File: src/rtl/core/slpa_pkg.sv
// Shared types, codes and helper functions for the status LED priority animator.
// No dependencies; every other file of the block but slpa_if imports this package.
`default_nettype none

package slpa_pkg;

    // Operation codes of an input word
    localparam logic [2:0] OP_SET    = 3'd0;
    localparam logic [2:0] OP_CLEAR  = 3'd1;
    localparam logic [2:0] OP_TICK   = 3'd2;
    localparam logic [2:0] OP_STOP   = 3'd3;
    localparam logic [2:0] OP_RESUME = 3'd4;
    localparam logic [2:0] OP_QUERY  = 3'd5;

    // Status codes
    localparam logic [3:0] ST_NORMAL       = 4'd0;
    localparam logic [3:0] ST_CHARGING     = 4'd1;
    localparam logic [3:0] ST_LOW_BATTERY  = 4'd2;
    localparam logic [3:0] ST_SOFT_OFF     = 4'd3;
    localparam logic [3:0] ST_RADIO_WAIT   = 4'd4;
    localparam logic [3:0] ST_RADIO_CONN   = 4'd5;
    localparam logic [3:0] ST_RADIO_PAIR   = 4'd6;
    localparam logic [3:0] ST_BOOT_REQUEST = 4'd7;
    localparam logic [3:0] ST_MATRIX_FAULT = 4'd8;
    localparam logic [3:0] ST_BOOT_WAIT    = 4'd9;
    localparam logic [3:0] ST_BOOT_CDC     = 4'd10;
    localparam logic [3:0] ST_BOOT_WRITING = 4'd11;
    localparam logic [3:0] ST_BOOT_OK      = 4'd12;
    localparam logic [3:0] ST_BOOT_FAIL    = 4'd13;
    localparam logic [3:0] ST_BOOT_LOW_PWR = 4'd14;
    localparam logic [3:0] ST_INVALID      = 4'd15;

    // Configuration register indexes
    localparam logic [1:0] REG_ON_LEVEL   = 2'd0;
    localparam logic [1:0] REG_BLUE_LEVEL = 2'd1;
    localparam logic [1:0] REG_BREATH_MIN = 2'd2;
    localparam logic [1:0] REG_BREATH_MAX = 2'd3;

    localparam logic [7:0] ON_LEVEL_RST   = 8'd24;
    localparam logic [7:0] BLUE_LEVEL_RST = 8'd51;
    localparam logic [7:0] BREATH_MIN_RST = 8'd2;
    localparam logic [7:0] BREATH_MAX_RST = 8'd24;

    localparam logic [7:0] SLOT_RST = 8'd1;

    // Widest animation step the parameter range allows
    localparam int STEP_EXT_W = 7;

    // Animation period: charge 50, slow 1000, fast 250 time units per step
    typedef enum logic [1:0] {
        PER_NONE,
        PER_CHARGE,
        PER_SLOW,
        PER_FAST
    } period_t;

    typedef struct packed {
        logic       boot_active;
        logic [3:0] boot_status;
        logic [3:0] power;
        logic [3:0] radio;
        logic [3:0] system;
        logic [7:0] radio_slot;
    } chan_state_t;

    function automatic logic [2:0] boot_prio(input logic [3:0] s);
        logic [2:0] p;
        unique case (s)
            ST_BOOT_WAIT:    p = 3'd1;
            ST_BOOT_CDC:     p = 3'd2;
            ST_BOOT_OK:      p = 3'd3;
            ST_BOOT_FAIL:    p = 3'd4;
            ST_BOOT_LOW_PWR: p = 3'd5;
            ST_BOOT_WRITING: p = 3'd6;
            default:         p = 3'd0;
        endcase
        return p;
    endfunction

    function automatic logic [6:0] chan_prio(input logic [3:0] s);
        logic [6:0] p;
        unique case (s)
            ST_CHARGING:     p = 7'd60;
            ST_LOW_BATTERY:  p = 7'd50;
            ST_SOFT_OFF:     p = 7'd90;
            ST_RADIO_WAIT:   p = 7'd30;
            ST_RADIO_CONN:   p = 7'd20;
            ST_RADIO_PAIR:   p = 7'd40;
            ST_BOOT_REQUEST: p = 7'd70;
            ST_MATRIX_FAULT: p = 7'd80;
            default:         p = 7'd0;
        endcase
        return p;
    endfunction

    function automatic period_t period_of(input chan_state_t c);
        period_t p;
        period_t rp;
        p  = PER_NONE;
        rp = PER_NONE;
        if (!c.boot_active) begin
            if (c.power == ST_CHARGING) p = PER_CHARGE;
            else if (c.power == ST_LOW_BATTERY) p = PER_SLOW;
            else if (c.power == ST_SOFT_OFF) p = PER_FAST;
            if (c.system == ST_NORMAL) begin
                if (c.radio == ST_RADIO_WAIT) rp = PER_SLOW;
                else if (c.radio == ST_RADIO_PAIR) rp = PER_FAST;
                // take the shorter edge
                if (rp != PER_NONE &&
                    (p == PER_NONE || (rp == PER_FAST && p == PER_SLOW))) begin
                    p = rp;
                end
            end
        end
        return p;
    endfunction

endpackage

`default_nettype wire

File: src/rtl/core/slpa_if.sv
// Valid/ready channel interfaces for the status LED priority animator.
// Input word: operation, status code, radio slot. Output word: frame and status.
`default_nettype none

interface slpa_in_if;
    logic       valid;
    logic       ready;
    logic [2:0] operation;
    logic [3:0] status_code;
    logic [7:0] slot_id;

    modport source (output valid, operation, status_code, slot_id, input ready);
    modport sink (input valid, operation, status_code, slot_id, output ready);
endinterface

interface slpa_out_if;
    logic        valid;
    logic        ready;
    logic [23:0] pixel_zero;
    logic [23:0] pixel_one;
    logic [23:0] pixel_two;
    logic [23:0] pixel_three;
    logic [3:0]  primary_status;
    logic        animating;
    logic        error;

    modport source (output valid, pixel_zero, pixel_one, pixel_two, pixel_three,
                    primary_status, animating, error, input ready);
    modport sink (input valid, pixel_zero, pixel_one, pixel_two, pixel_three,
                  primary_status, animating, error, output ready);
endinterface

`default_nettype wire

File: src/rtl/core/status_led_priority_animator_top.sv
// Status LED priority animator: four RGB LEDs driven from prioritized status channels.
// A result word passes the stage one and output registers once its input is accepted.
// Throughput: one word per cycle while out_ch.ready holds; the state update is applied
// at the accepting edge, the breath ramp scale runs through one multiplier per stage.
// Reset: channels normal, radio slot 1, step 0, running; levels 24/51/2/24.
// Depends on slpa_pkg, slpa_if, slpa_update, slpa_render.
`default_nettype none

module status_led_priority_animator_top #(
    parameter int BREATH_TICKS = 80
) (
    input  wire logic       clk,
    input  wire logic       rst_n,
    input  wire logic       cfg_write,
    input  wire logic [1:0] cfg_index,
    input  wire logic [7:0] cfg_data,
    slpa_in_if.sink         in_ch,
    slpa_out_if.source      out_ch
);
    import slpa_pkg::*;

    localparam int STEP_W = $clog2(BREATH_TICKS);

    logic [7:0] on_level_reg;
    logic [7:0] blue_level_reg;
    logic [7:0] breath_min_reg;
    logic [7:0] breath_max_reg;

    logic              accept;
    logic              ready;
    chan_state_t       state_next;
    logic [STEP_W-1:0] step_next;
    logic              stopped_next;
    logic              err_next;

    assign in_ch.ready = ready;
    assign accept      = in_ch.valid && ready;

    always_ff @(posedge clk or negedge rst_n) begin
        if (!rst_n) begin
            on_level_reg   <= ON_LEVEL_RST;
            blue_level_reg <= BLUE_LEVEL_RST;
            breath_min_reg <= BREATH_MIN_RST;
            breath_max_reg <= BREATH_MAX_RST;
        end else if (cfg_write) begin
            unique case (cfg_index)
                REG_ON_LEVEL:   on_level_reg   <= cfg_data;
                REG_BLUE_LEVEL: blue_level_reg <= cfg_data;
                REG_BREATH_MIN: breath_min_reg <= cfg_data;
                REG_BREATH_MAX: breath_max_reg <= cfg_data;
            endcase
        end
    end

    slpa_update #(
        .BREATH_TICKS (BREATH_TICKS)
    ) u_update (
        .clk          (clk),
        .rst_n        (rst_n),
        .accept       (accept),
        .operation    (in_ch.operation),
        .status_code  (in_ch.status_code),
        .slot_id      (in_ch.slot_id),
        .state_next   (state_next),
        .step_next    (step_next),
        .stopped_next (stopped_next),
        .err_next     (err_next)
    );

    slpa_render #(
        .BREATH_TICKS (BREATH_TICKS)
    ) u_render (
        .clk          (clk),
        .rst_n        (rst_n),
        .accept       (accept),
        .ready        (ready),
        .state_next   (state_next),
        .step_next    (step_next),
        .stopped_next (stopped_next),
        .err_next     (err_next),
        .on_level     (on_level_reg),
        .blue_level   (blue_level_reg),
        .breath_min   (breath_min_reg),
        .breath_max   (breath_max_reg),
        .out_ch       (out_ch)
    );

endmodule

`default_nettype wire

File: src/rtl/core/slpa_update.sv
// Channel state registers and the set/clear/tick/stop/resume update rules.
// Depends on slpa_pkg; presents the post-update state for rendering.
`default_nettype none

module slpa_update #(
    parameter int BREATH_TICKS = 80,
    localparam int STEP_W = $clog2(BREATH_TICKS)
) (
    input  wire logic               clk,
    input  wire logic               rst_n,
    input  wire logic               accept,
    input  wire logic [2:0]         operation,
    input  wire logic [3:0]         status_code,
    input  wire logic [7:0]         slot_id,
    output slpa_pkg::chan_state_t   state_next,
    output logic [STEP_W-1:0]       step_next,
    output logic                    stopped_next,
    output logic                    err_next
);
    import slpa_pkg::*;

    chan_state_t       state_reg;
    logic [STEP_W-1:0] step_reg;
    logic              stopped_reg;

    always_comb begin
        chan_state_t cs;
        cs           = state_reg;
        step_next    = step_reg;
        stopped_next = stopped_reg;
        err_next     = 1'b0;
        unique case (operation)
            OP_SET: begin
                if (status_code == ST_INVALID) begin
                    err_next = 1'b1;
                end else if (status_code >= ST_BOOT_WAIT) begin
                    if (!state_reg.boot_active ||
                        boot_prio(status_code) > boot_prio(state_reg.boot_status)) begin
                        cs.boot_active = 1'b1;
                        cs.boot_status = status_code;
                        step_next      = '0;
                    end
                end else begin
                    cs.boot_active = 1'b0;
                    if (status_code == ST_NORMAL) begin
                        cs.power      = ST_NORMAL;
                        cs.radio      = ST_NORMAL;
                        cs.system     = ST_NORMAL;
                        cs.radio_slot = SLOT_RST;
                    end else if (status_code <= ST_SOFT_OFF) begin
                        if (chan_prio(status_code) >= chan_prio(state_reg.power))
                            cs.power = status_code;
                    end else if (status_code <= ST_RADIO_PAIR) begin
                        if (chan_prio(status_code) >= chan_prio(state_reg.radio)) begin
                            cs.radio      = status_code;
                            cs.radio_slot = slot_id;
                        end
                    end else begin
                        if (chan_prio(status_code) >= chan_prio(state_reg.system))
                            cs.system = status_code;
                    end
                    if (cs != state_reg) step_next = '0;
                end
            end
            OP_CLEAR: begin
                if (status_code >= ST_BOOT_WAIT && status_code <= ST_BOOT_LOW_PWR) begin
                    if (state_reg.boot_active && state_reg.boot_status == status_code) begin
                        cs.boot_active = 1'b0;
                        cs.boot_status = ST_BOOT_WAIT;
                        step_next      = '0;
                    end
                end else if (status_code >= ST_CHARGING && status_code <= ST_SOFT_OFF &&
                             state_reg.power == status_code) begin
                    cs.power  = ST_NORMAL;
                    step_next = '0;
                end else if (status_code >= ST_RADIO_WAIT && status_code <= ST_RADIO_PAIR &&
                             state_reg.radio == status_code) begin
                    cs.radio  = ST_NORMAL;
                    step_next = '0;
                end else if ((status_code == ST_BOOT_REQUEST ||
                              status_code == ST_MATRIX_FAULT) &&
                             state_reg.system == status_code) begin
                    cs.system = ST_NORMAL;
                    step_next = '0;
                end else if (status_code == ST_NORMAL) begin
                    cs.boot_active = 1'b0;
                    cs.power       = ST_NORMAL;
                    cs.radio       = ST_NORMAL;
                    cs.system      = ST_NORMAL;
                    cs.radio_slot  = SLOT_RST;
                    if (cs != state_reg) step_next = '0;
                end
            end
            OP_TICK: begin
                if (!stopped_reg && period_of(state_reg) != PER_NONE) begin
                    // advance modulo the breath period
                    if (step_reg == STEP_W'(BREATH_TICKS - 1)) step_next = '0;
                    else step_next = step_reg + 1'b1;
                end
            end
            OP_STOP: begin
                stopped_next = 1'b1;
                step_next    = '0;
            end
            OP_RESUME: begin
                if (stopped_reg) begin
                    stopped_next = 1'b0;
                    step_next    = '0;
                end
            end
            default: begin
            end
        endcase
        state_next = cs;
    end

    always_ff @(posedge clk or negedge rst_n) begin
        if (!rst_n) begin
            state_reg.boot_active <= 1'b0;
            state_reg.boot_status <= ST_BOOT_WAIT;
            state_reg.power       <= ST_NORMAL;
            state_reg.radio       <= ST_NORMAL;
            state_reg.system      <= ST_NORMAL;
            state_reg.radio_slot  <= SLOT_RST;
            step_reg              <= '0;
            stopped_reg           <= 1'b0;
        end else if (accept) begin
            state_reg   <= state_next;
            step_reg    <= step_next;
            stopped_reg <= stopped_next;
        end
    end

endmodule

`default_nettype wire

File: src/rtl/core/slpa_render.sv
// Two-stage frame renderer: breath product in stage one, breath scaling,
// blink decode and pixel assembly into the output register. Depends on slpa_pkg.
`default_nettype none

module slpa_render #(
    parameter int BREATH_TICKS = 80,
    localparam int STEP_W = $clog2(BREATH_TICKS)
) (
    input  wire logic               clk,
    input  wire logic               rst_n,
    input  wire logic               accept,
    output logic                    ready,
    input  wire slpa_pkg::chan_state_t state_next,
    input  wire logic [STEP_W-1:0]  step_next,
    input  wire logic               stopped_next,
    input  wire logic               err_next,
    input  wire logic [7:0]         on_level,
    input  wire logic [7:0]         blue_level,
    input  wire logic [7:0]         breath_min,
    input  wire logic [7:0]         breath_max,
    slpa_out_if.source              out_ch
);
    import slpa_pkg::*;

    localparam int HALF        = BREATH_TICKS / 2;
    localparam int BREATH_DIV  = HALF - 1;
    localparam int RECIP_SH    = 20;
    localparam int RECIP_W     = RECIP_SH + 1;
    // exact for every product the breath ramp can produce
    localparam int RECIP       = ((1 << RECIP_SH) + BREATH_DIV - 1) / BREATH_DIV;
    localparam int PROD_W      = 8 + STEP_W;
    localparam int SCALE_W     = PROD_W + RECIP_W;
    localparam int DIV5_MUL    = 205;
    localparam int DIV5_SH     = 10;

    // stage one
    logic              s1_valid_reg;
    chan_state_t       s1_state_reg;
    logic [STEP_W-1:0] s1_step_reg;
    logic              s1_stopped_reg;
    logic              s1_err_reg;
    logic [PROD_W-1:0] s1_prod_reg;
    logic [7:0]        s1_lo_reg;

    // output register
    logic        out_valid_reg;
    logic [23:0] pix0_reg, pix1_reg, pix2_reg, pix3_reg;
    logic [3:0]  primary_reg;
    logic        animating_reg;
    logic        error_reg;

    logic              s2_ready;
    logic              s1_move;
    logic [7:0]        lo_next;
    logic [STEP_W-1:0] pos_next;
    logic [PROD_W-1:0] prod_next;

    assign s2_ready = !out_valid_reg || out_ch.ready;
    assign ready    = !s1_valid_reg || s2_ready;
    assign s1_move  = s1_valid_reg && s2_ready;

    always_comb begin
        logic [7:0] diff;
        lo_next  = (breath_min < breath_max) ? breath_min : breath_max;
        diff     = breath_max - lo_next;
        // fold the step onto the rising half of the ramp
        pos_next = (step_next < STEP_W'(HALF)) ? step_next
                                              : STEP_W'(BREATH_TICKS - 1) - step_next;
        prod_next = PROD_W'(diff) * PROD_W'(pos_next);
    end

    always_ff @(posedge clk or negedge rst_n) begin
        if (!rst_n) begin
            s1_valid_reg  <= 1'b0;
            out_valid_reg <= 1'b0;
        end else begin
            if (accept) s1_valid_reg <= 1'b1;
            else if (s1_move) s1_valid_reg <= 1'b0;
            if (s1_move) out_valid_reg <= 1'b1;
            else if (out_ch.ready) out_valid_reg <= 1'b0;
        end
    end

    always_ff @(posedge clk) begin
        if (accept) begin
            s1_state_reg   <= state_next;
            s1_step_reg    <= step_next;
            s1_stopped_reg <= stopped_next;
            s1_err_reg     <= err_next;
            s1_prod_reg    <= prod_next;
            s1_lo_reg      <= lo_next;
        end
    end

    // frame from the stage one word
    logic [23:0] pix_c [4];
    logic [3:0]  primary_c;
    logic        animating_c;

    always_comb begin
        logic [SCALE_W-1:0]       scaled;
        logic [7:0]               level;
        logic [STEP_EXT_W-1:0]    step7;
        logic [STEP_EXT_W+7:0]    fifth_prod;
        logic [STEP_EXT_W-1:0]    fifth;
        logic                     slow_on;
        logic                     fast_on;
        period_t                  per;
        logic [1:0]               idx;
        logic [23:0]              c_red;
        logic [23:0]              c_blue;
        logic [6:0]               best_p;
        logic [3:0]               chans [3];

        scaled     = SCALE_W'(s1_prod_reg) * SCALE_W'(RECIP);
        level      = s1_lo_reg + scaled[RECIP_SH +: 8];
        step7      = STEP_EXT_W'(s1_step_reg);
        fifth_prod = (STEP_EXT_W + 8)'(step7) * (STEP_EXT_W + 8)'(DIV5_MUL);
        fifth      = STEP_EXT_W'(fifth_prod >> DIV5_SH);
        per        = period_of(s1_state_reg);
        c_red      = {on_level, 8'd0, 8'd0};
        c_blue     = {8'd0, 8'd0, blue_level};

        // blink phases for elapsed time step * period
        unique case (per)
            PER_SLOW: begin
                slow_on = !step7[0];
                fast_on = 1'b1;
            end
            PER_FAST: begin
                slow_on = !step7[2];
                fast_on = !step7[0];
            end
            PER_CHARGE: begin
                slow_on = !fifth[2];
                fast_on = !fifth[0];
            end
            default: begin
                slow_on = 1'b1;
                fast_on = 1'b1;
            end
        endcase

        if (s1_state_reg.radio_slot == 8'd2) idx = 2'd1;
        else if (s1_state_reg.radio_slot == 8'd3) idx = 2'd0;
        else idx = 2'd2;

        for (int i = 0; i < 4; i++) pix_c[i] = 24'd0;

        if (!s1_stopped_reg) begin
            if (s1_state_reg.boot_active) begin
                unique case (s1_state_reg.boot_status)
                    ST_BOOT_WAIT, ST_BOOT_OK: begin
                        for (int i = 0; i < 3; i++) pix_c[i] = {8'd0, on_level, 8'd0};
                    end
                    ST_BOOT_CDC: begin
                        for (int i = 0; i < 3; i++) pix_c[i] = {on_level, 8'd0, on_level};
                    end
                    ST_BOOT_WRITING: begin
                        for (int i = 0; i < 3; i++) pix_c[i] = {on_level, on_level, 8'd0};
                    end
                    ST_BOOT_FAIL: begin
                        for (int i = 0; i < 3; i++) pix_c[i] = c_red;
                    end
                    ST_BOOT_LOW_PWR: pix_c[3] = c_red;
                    default: begin
                    end
                endcase
            end else begin
                if (s1_state_reg.power == ST_CHARGING) pix_c[3] = {8'd0, level, level};
                else if (s1_state_reg.power == ST_LOW_BATTERY && slow_on) pix_c[3] = c_red;
                else if (s1_state_reg.power == ST_SOFT_OFF && fast_on) pix_c[3] = c_red;

                if (s1_state_reg.radio == ST_RADIO_WAIT) begin
                    if (slow_on) pix_c[idx] = c_blue;
                end else if (s1_state_reg.radio == ST_RADIO_CONN) begin
                    pix_c[idx] = {8'd0, on_level, 8'd0};
                end else if (s1_state_reg.radio == ST_RADIO_PAIR) begin
                    if (fast_on) pix_c[idx] = c_blue;
                end

                // system faults cover the three radio LEDs
                if (s1_state_reg.system == ST_BOOT_REQUEST) begin
                    for (int i = 0; i < 3; i++) pix_c[i] = {on_level, 8'd0, on_level};
                end else if (s1_state_reg.system == ST_MATRIX_FAULT) begin
                    for (int i = 0; i < 3; i++) pix_c[i] = {on_level, on_level, 8'd0};
                end
            end
        end

        chans[0]  = s1_state_reg.power;
        chans[1]  = s1_state_reg.radio;
        chans[2]  = s1_state_reg.system;
        best_p    = 7'd0;
        primary_c = ST_NORMAL;
        if (s1_state_reg.boot_active) begin
            primary_c = s1_state_reg.boot_status;
        end else begin
            for (int i = 0; i < 3; i++) begin
                if (chan_prio(chans[i]) > best_p) begin
                    best_p    = chan_prio(chans[i]);
                    primary_c = chans[i];
                end
            end
        end
        animating_c = !s1_stopped_reg && per != PER_NONE;
    end

    always_ff @(posedge clk) begin
        if (s1_move) begin
            pix0_reg      <= pix_c[0];
            pix1_reg      <= pix_c[1];
            pix2_reg      <= pix_c[2];
            pix3_reg      <= pix_c[3];
            primary_reg   <= primary_c;
            animating_reg <= animating_c;
            error_reg     <= s1_err_reg;
        end
    end

    assign out_ch.valid          = out_valid_reg;
    assign out_ch.pixel_zero     = pix0_reg;
    assign out_ch.pixel_one      = pix1_reg;
    assign out_ch.pixel_two      = pix2_reg;
    assign out_ch.pixel_three    = pix3_reg;
    assign out_ch.primary_status = primary_reg;
    assign out_ch.animating      = animating_reg;
    assign out_ch.error          = error_reg;

endmodule

`default_nettype wire

File: src/flat_wrapper.sv
// flat-port wrapper written by rule: the top's interface ports become plain ports
module status_led_priority_animator_top_flat import slpa_pkg::*;
#(
    parameter int BREATH_TICKS = 80
)
  (clk, rst_n, cfg_write, cfg_index, cfg_data, in_ch_valid, in_ch_operation, in_ch_status_code, in_ch_slot_id, in_ch_ready, out_ch_valid, out_ch_pixel_zero, out_ch_pixel_one, out_ch_pixel_two, out_ch_pixel_three, out_ch_primary_status, out_ch_animating, out_ch_error, out_ch_ready);
  slpa_in_if in_ch_i ();
  slpa_out_if out_ch_i ();
  input  wire logic clk;
  input  wire logic rst_n;
  input  wire logic cfg_write;
  input  wire logic [1:0] cfg_index;
  input  wire logic [7:0] cfg_data;
  input wire logic [$bits(in_ch_i.valid)-1:0] in_ch_valid;
  input wire logic [$bits(in_ch_i.operation)-1:0] in_ch_operation;
  input wire logic [$bits(in_ch_i.status_code)-1:0] in_ch_status_code;
  input wire logic [$bits(in_ch_i.slot_id)-1:0] in_ch_slot_id;
  output wire logic [$bits(in_ch_i.ready)-1:0] in_ch_ready;
  output wire logic [$bits(out_ch_i.valid)-1:0] out_ch_valid;
  output wire logic [$bits(out_ch_i.pixel_zero)-1:0] out_ch_pixel_zero;
  output wire logic [$bits(out_ch_i.pixel_one)-1:0] out_ch_pixel_one;
  output wire logic [$bits(out_ch_i.pixel_two)-1:0] out_ch_pixel_two;
  output wire logic [$bits(out_ch_i.pixel_three)-1:0] out_ch_pixel_three;
  output wire logic [$bits(out_ch_i.primary_status)-1:0] out_ch_primary_status;
  output wire logic [$bits(out_ch_i.animating)-1:0] out_ch_animating;
  output wire logic [$bits(out_ch_i.error)-1:0] out_ch_error;
  input wire logic [$bits(out_ch_i.ready)-1:0] out_ch_ready;
  assign in_ch_i.valid = in_ch_valid;
  assign in_ch_i.operation = in_ch_operation;
  assign in_ch_i.status_code = in_ch_status_code;
  assign in_ch_i.slot_id = in_ch_slot_id;
  assign in_ch_ready = in_ch_i.ready;
  assign out_ch_valid = out_ch_i.valid;
  assign out_ch_pixel_zero = out_ch_i.pixel_zero;
  assign out_ch_pixel_one = out_ch_i.pixel_one;
  assign out_ch_pixel_two = out_ch_i.pixel_two;
  assign out_ch_pixel_three = out_ch_i.pixel_three;
  assign out_ch_primary_status = out_ch_i.primary_status;
  assign out_ch_animating = out_ch_i.animating;
  assign out_ch_error = out_ch_i.error;
  assign out_ch_i.ready = out_ch_ready;
  status_led_priority_animator_top #(.BREATH_TICKS(BREATH_TICKS)) u_core (.clk(clk), .rst_n(rst_n), .cfg_write(cfg_write), .cfg_index(cfg_index), .cfg_data(cfg_data), .in_ch(in_ch_i), .out_ch(out_ch_i));
endmodule
File: config.mk
export PLATFORM = sky130hd
export DESIGN_NAME = status_led_priority_animator_top_flat
export DESIGN_NICKNAME = d
export VERILOG_FILES = /design/src/rtl/core/slpa_pkg.sv /design/src/rtl/core/slpa_if.sv /design/src/rtl/core/status_led_priority_animator_top.sv /design/src/rtl/core/slpa_update.sv /design/src/rtl/core/slpa_render.sv /design/src/flat_wrapper.sv
export SDC_FILE = /design/constraint.sdc
export NUM_CORES = 1
export LEC_CHECK = 0
export ABC_CLOCK_PERIOD_IN_PS = 9400
export BUFFER_PORTS_ARGS = -buffer_cell sky130_fd_sc_hd__clkbuf_2
export CAP_MARGIN = 25
export CORE_MARGIN = 2
export CORE_UTILIZATION = 30
export CTS_CLUSTER_DIAMETER = 100
export DETAILED_ROUTE_END_ITERATION = 16
export PLACE_DENSITY = 0.51
export SKIP_CTS_REPAIR_TIMING = 1
export SYNTH_ARGS = -nofsm -noshare
export SYNTH_HDL_FRONTEND = slang
export SYNTH_HIERARCHICAL = 1
export SYNTH_SLANG_ARGS = --single-unit
File: constraint.sdc
create_clock -name clk -period 9.4 [get_ports clk]
set_input_delay 1.88 -clock clk [delete_from_list [all_inputs] [get_ports clk]]
set_output_delay 1.88 -clock clk [all_outputs]
set_load 0.005 [all_outputs]
# Word-level counts from Yosys, hierarchy flattened
# Memories as Yosys holds them, arrays and structs flattened. A register that Yosys moved wholly into a read port is not among the register bits.
# Cells that the tools add are included.
# word_totals
in_bits	30
ramBits	0
latchBits	0
mem_bits_ro	1056
out_inout_bits	104
elab_cells	341
memories	11
reg_bits	226
# mem_list
name	words	width	read_ports	rd_ports_with_merged_regs	wr	line	rtl
(no name shown)	16	6	1	1	0	slpa_pkg.sv:82	unique case (s)
(no name shown)	16	6	1	1	0	slpa_pkg.sv:82	
(no name shown)	16	6	1	1	0	slpa_pkg.sv:82	
(no name shown)	16	6	1	1	0	slpa_pkg.sv:82	
(no name shown)	16	6	1	1	0	slpa_pkg.sv:82	
(no name shown)	16	6	1	0	0	slpa_pkg.sv:82	
5 more memories	n/a	n/a	n/a	n/a	n/a	n/a	
# op_classes
bitwise_logic	1
mul	3
n_eq_ne	57
n_lt_le_gt_ge	17
add_sub_neg	4
reduce_logical	51
n_div	0
mux	165
shift	0
# ops
operator	n
96-bit two-way mux	6
7-bit two-way mux	56
72-bit one-hot mux with 4 select lines	1
96-bit bitwise mux	2
24-bit two-way mux	7
72-bit two-way mux	2
20-bit two-way mux	7
4-bit == test (second input constant)	21
4-bit two-way mux	21
2-bit two-way mux	27
25-bit one-hot mux with 2 select lines	1
24-bit demux with 2-bit select	1
8-bit two-way mux	5
3-bit one-hot mux with 6 select lines	2
7-bit one-hot mux with 5 select lines	1
16-bit two-way mux	2
4-bit by 3-bit == test with 1-bit output (second input constant)	7
15-bit by 15-bit multiplier with 28-bit output (second input constant)	1
25-bit two-way mux	1
7-bit greater-or-equal comparator	3
1-bit by 21-bit inequality test with 1-bit output (first input constant)	1
20-bit by 21-bit inequality test with 1-bit output	1
1-bit logical AND	18
3-bit two-way mux	6
43 further kinds	98

# Longest topological paths before layout
# logic_depth
ltp_word	28
ltp_mapped	36
depth_no_buf	34

# Modules after synthesis
# Netlist, hierarchy kept.
# by_module_without_submodules
mod	n_inst	seq_area_each_um2	area_per_inst_um2	cells_each
slpa_render	1	4704.5	13091.3	1222
slpa_update	1	829.5	4200.3	537
status_led_priority_animator_top	1	812.0	1229.9	69

# Worst setup path after synthesis
# Ideal clock, no wire load.
# synth_timing
path_type	input to register
from	in in_ch_status_code[0]
to	reg u_core.u_render.s1_prod_reg[12] (data pin)
t_arrival_ns	9.519
stages	33
setup_slack_ns	-0.377
t_required_ns	9.142
path_cell_list	buf_2 -> inv_1 -> ha_1 -> clkbuf_1 -> nor2_1 -> a211oi_1 -> ha_1 -> o21a_1 -> nor2_1 -> o41ai_4 -> o211ai_1 -> a32o_1 -> nor4_4 -> a21oi_2 -> o22ai_1 -> inv_1 -> ha_1 -> o22ai_1 -> or2_2 -> fa_1 -> fa_1 -> inv_1 -> fa_1 -> inv_1 -> fa_1 -> inv_1 -> ha_1 -> nor2b_1 -> o211ai_1 -> nand2_1 -> a41oi_1 -> nor2b_1 -> xnor2_1
# synth_between
elab_chain_cells	23
word_cells_on_any_way	86
# synth_rtl
element	line	rtl
start, declared	flat_wrapper.sv:16	input wire logic [$bits(in_ch_i.status_code)-1:0] in_ch_status_code;
memory 16 x 6 bit	n/a	
7-bit two-way mux	slpa_update.sv:53	end else if (status_code <= ST_RADIO_PAIR) begin
7-bit two-way mux	slpa_update.sv:50	end else if (status_code <= ST_SOFT_OFF) begin
7-bit two-way mux	slpa_update.sv:45	if (status_code == ST_NORMAL) begin
7-bit two-way mux	slpa_update.sv:36	end else if (status_code >= ST_BOOT_WAIT) begin
7-bit two-way mux	slpa_update.sv:34	if (status_code == ST_INVALID) begin
7-bit two-way mux	slpa_update.sv:32	unique case (operation)
7-bit greater-or-equal comparator (on tied branches)	slpa_update.sv:54, slpa_update.sv:59	
[... 9 more ...]	n/a	
7-bit two-way mux	slpa_update.sv:36	
7-bit two-way mux	slpa_update.sv:34	
7-bit one-hot mux with 5 select lines (*)	slpa_update.sv:32	
via u_core.step_next[4]	status_led_priority_animator_top.sv:32	logic [STEP_W-1:0] step_next;
7-bit subtractor or 7-bit by 6-bit < comparator with 1-bit output (tied branches)	slpa_render.sv:68, slpa_render.sv:67	
7-bit two-way mux (*)	slpa_render.sv:67	pos_next = (step_next < STEP_W'(HALF)) ? step_next
8-bit by 7-bit multiplier with 15-bit output (*)	slpa_render.sv:69	prod_next = PROD_W'(diff) * PROD_W'(pos_next);
via u_core.u_render.prod_next[12]	slpa_render.sv:56	logic [PROD_W-1:0] prod_next;
end signal, assigned	slpa_render.sv:90	s1_prod_reg <= prod_next;
end, declared	slpa_render.sv:42	logic [PROD_W-1:0] s1_prod_reg;
# The timed path passes the listed nets; every way through them passes the cells marked *. The select of a mux whose other input is x is not followed.
# A chain may end at the register's enable or synchronous reset.

# Worst setup path in the final report
# layout_timing
from	in in_ch_status_code[1]
to	reg u_core.u_render.s1_prod_reg[14] (data pin)
# Same word-level chain as after synthesis.

==> results.cfg <==
[power]
p_sw_share_pct = 41.3
power_frac_seq_pct = 27.1
p_int_w = 0.00307
clock_power_share_pct = 20.3
ir_worst_vdd_v = 0.000139
comb_power_share_pct = 52.6
power_leakage_nw = 9.70
switchingPower_w = 0.00216
p_per_area_mw_per_mm2 = 245

[floorplan]
rows = 91
die_w_um = 252
dieHeight_um = 252
pin_count = 134
initial_util_pct = 30.2
dieArea_sq_mm = 0.0637
placeableCoreArea_sq_mm = 0.0614

[timing]
final-hold-violation-count = 0
fmaxAchievable_mhz = 112
layout_worst_path_cycle_share_pct = 94.7
final-max-slew-violation-count = 0
maxSlewHeadroom_pct = 35.9
timing.clock.skew_ps = 18.3
tightest_slew_ps = 961
fin_setup_tns_ps = 0
rsz0062_at_grt = no
fin_crit_ps = 8900
setup_viol = 0

[synthesis]
synth_enable_flop_cells = 143
combinational_family_with_the_most_area_after_synthesis = adder cells
synth-warning-count = 6
ys_ff_latch = 228
yosys.area_share.xor_xnor_pct = 2.93
proportion_of_synthesized_area_in_mux_cells_pct = 4.49
yosys_most_used_dff = edfxtp_1
mappedNetlistArea_sq_mm = 0.0185
synthDistinctLibCells = 91
synth-simple-area-share_pct = 13.2
syn_nets = 2191
synthMostInstantiatedCell = ha_1
gate_count_of_the_mapped_netlist = 1828
postSynthAreaPerCell_sq_um = 10.1
async_s_r_ff_share_synth_pct = 29.4
cell_taking_the_most_area_after_synthesis = edfxtp_1
synth_commonest_cells = ha_1, inv_1, nor2_1
synthDominantCellAreaShare_pct = 23.2
synth_adder_area_share_pct = 25.9
compound_gate_portion_of_the_synthesized_area_pct = 13.2
synthTopCellsByArea = edfxtp_1, ha_1, fa_1
part_of_the_yosys_area_used_for_sequential_elements_pct = 34.3

[global_routing]
global_route_wire_length_before_repair_mm = 74.4
grt_pass1_vias = 13978
grt_util_all_layers_pct = 14.3
grt_max_degree = 75
overflow = 0
grt_antenna_before_repair = 1

[place]
placed_cell_area_sq_mm = 0.0204
buffer_ports.inserted = 133
routabilityCongestion = 0.861
dp_hpwl_mm = 36.6

[drt]
remaining_antenna_violation_count = 0
drt_pass1_iterations = 7
post-route-drc-count = 0
route.vias.total = 13677
wirelength_mm = 45.8
route.detailed.vias_per_inst = 4.86
routedWlPerCell_um = 16.3
drt_first_iter_violations = 644

[setup_path]
path_class = in -> reg
worstPathRequired_ps = 9700
ff2ff_setup_slack_ps = 1230
startpoint = in_ch_status_code[1]
cp-end-kind = flop
critPathArrivalTime_ps = 9200
critical_path.slowest_cell = fa_1
rr_worst_depth = 30
timing.rr.end = u_core/u_render/s1_prod_reg[14]
delay_of_the_slowest_critical_path_stage_ps = 550
crit_path_start_kind = input pin
timing.rr.start = u_core/u_update/state_reg[16]
worstPathMaxFanout = 4

[final_layout]
n_antenna_cell = 0
filler_cells = 6112
post_route_cells_drive_above_1_share_pct = 18.2
syn_to_final_growth_pct = 15.5
design.final.nets = 2364
final_std_cell_area_no_fill_sq_mm = 0.0214

[clock_network]
clock_sinks = 228
clk_transition_reported_paths_ps = 60
numCtsBuffers = 27
cts.path.max_buffers = 3
cts_max_level = 1
cts_tree = yes
library_cell_used_as_clock_root_buffer = clkbuf_16
clk-insertion-delay-late_ps = 560

[job]
maxCapViolCount = 0

[hold_path]
hold_path.startpoint = u_core/u_render/s1_err_reg
worst_hold_path.endpoint = u_core/u_render/out_ch.error
whs_path_depth = 0
worstHoldPathType = reg -> reg

[run_status]
outcome = complete, no violations
worst max-delay path: cells and delay by family:
kind                       cells  cell delay [ps]
AOI/OAI and AO/OA             10             2050
xor gates and xnor gates       1              130
adders and majority gates      8             3180
buffers and inverters          7              630
muxes                          1              120
and+or+nand+nor                6             1210
layout by cell type, fill, tap and decap left out, types with 7 or more instances in the layout:
cell       instances
a211oi_1          16
a21o_1            25
a21oi_1           81
a22o_1            18
a31oi_1           13
and2_1            16
buf_4             72
clkbuf_1           9
clkbuf_16         27
clkbuf_2         132
dfrtp_1           55
dfstp_2           12
dfxtp_1           18
edfxtp_1         143
fa_1              84
ha_1             247
inv_1            209
mux2_2            46
mux2i_1           29
nand2_1          103
nand2b_1          42
nand3_1           19
nand4_1           15
nor2_1           174
nor2b_1           27
nor3_1            33
o21a_1            19
o21ai_0           76
o21ai_1           12
o21ai_2            9
o22ai_1           10
o31ai_1            7
or2_2             17
or3_1              9
xnor2_1           46
xor2_1            14
through the flow:
stage	util (%)	worst slack [ps]	cells	total power [W]	hold WS, ps
2_1_floorplan	-	0.678	1828	0.00340	400
3_3_place_gp	33.3	21.0	2759	0.00413	402
3_5_place_dp	33.3	-96.8	2760	0.00418	420
4_1_cts	34.8	496	2810	0.00529	419
5_1_grt	34.9	7.55	2812	0.00573	426
6_report	34.9	497	2812	0.00523	420
metal layers:
| layer | GRT usage (%) | wire length (um) |
|---|---|---|
| met1 | 19.3 | 21400 |
| met2 | 24.8 | 22000 |
| met3 | 1.67 | 1500 |
| met4 | 2.81 | 827 |
| met5 | 0 | 16 |
area by class of cell:
| cell class | count | area (sq um) | area share (%) |
|---|---|---|---|
| Sequential cell | 228 | 6350 | 29.7 |
| Tap cell | 790 | 988 | 4.62 |
| Clock inverter | 11 | 151 | 0.708 |
| Multi-Input combinational cell | 1327 | 11200 | 52.1 |
| Timing Repair Buffer | 204 | 1200 | 5.62 |
| Clock buffer | 39 | 751 | 3.51 |
| Inverter | 213 | 800 | 3.74 |
how the worst max path moves through the flow:
stage | end | slack [ps] | depth (start not counted)
after floorplan | u_core/u_render/s1_prod_reg[12] | 0.7 | 32
after global placement | u_core/u_render/s1_prod_reg[12] | 20 | 33
after detailed placement | u_core/u_render/s1_prod_reg[12] | -100 | 33
after CTS | u_core/u_render/s1_prod_reg[12] | 500 | 33
after global routing | u_core/u_render/s1_prod_reg[14] | 8 | 33
final | u_core/u_render/s1_prod_reg[14] | 500 | 33
kinds of logic (layout without fill, tap and decap cells):
kind of cell,Yosys count,after routing
simple gates,497,497
xor+xnor,62,62
flops,228,228
compound gates,359,359
fa+ha+maj,333,333
buf+inv,273,467
mux,76,76
power by group through the flow:
stage          Clock (W)  Combinational (W)  Sequential, W
2_1_floorplan          0            0.00204        0.00136
3_3_place_gp           0            0.00269        0.00143
3_5_place_dp           0            0.00274        0.00144
4_1_cts          0.00109            0.00278        0.00142
5_1_grt          0.00114            0.00316        0.00144
6_report         0.00106            0.00275        0.00142
Power figures use the tool's default switching activity.
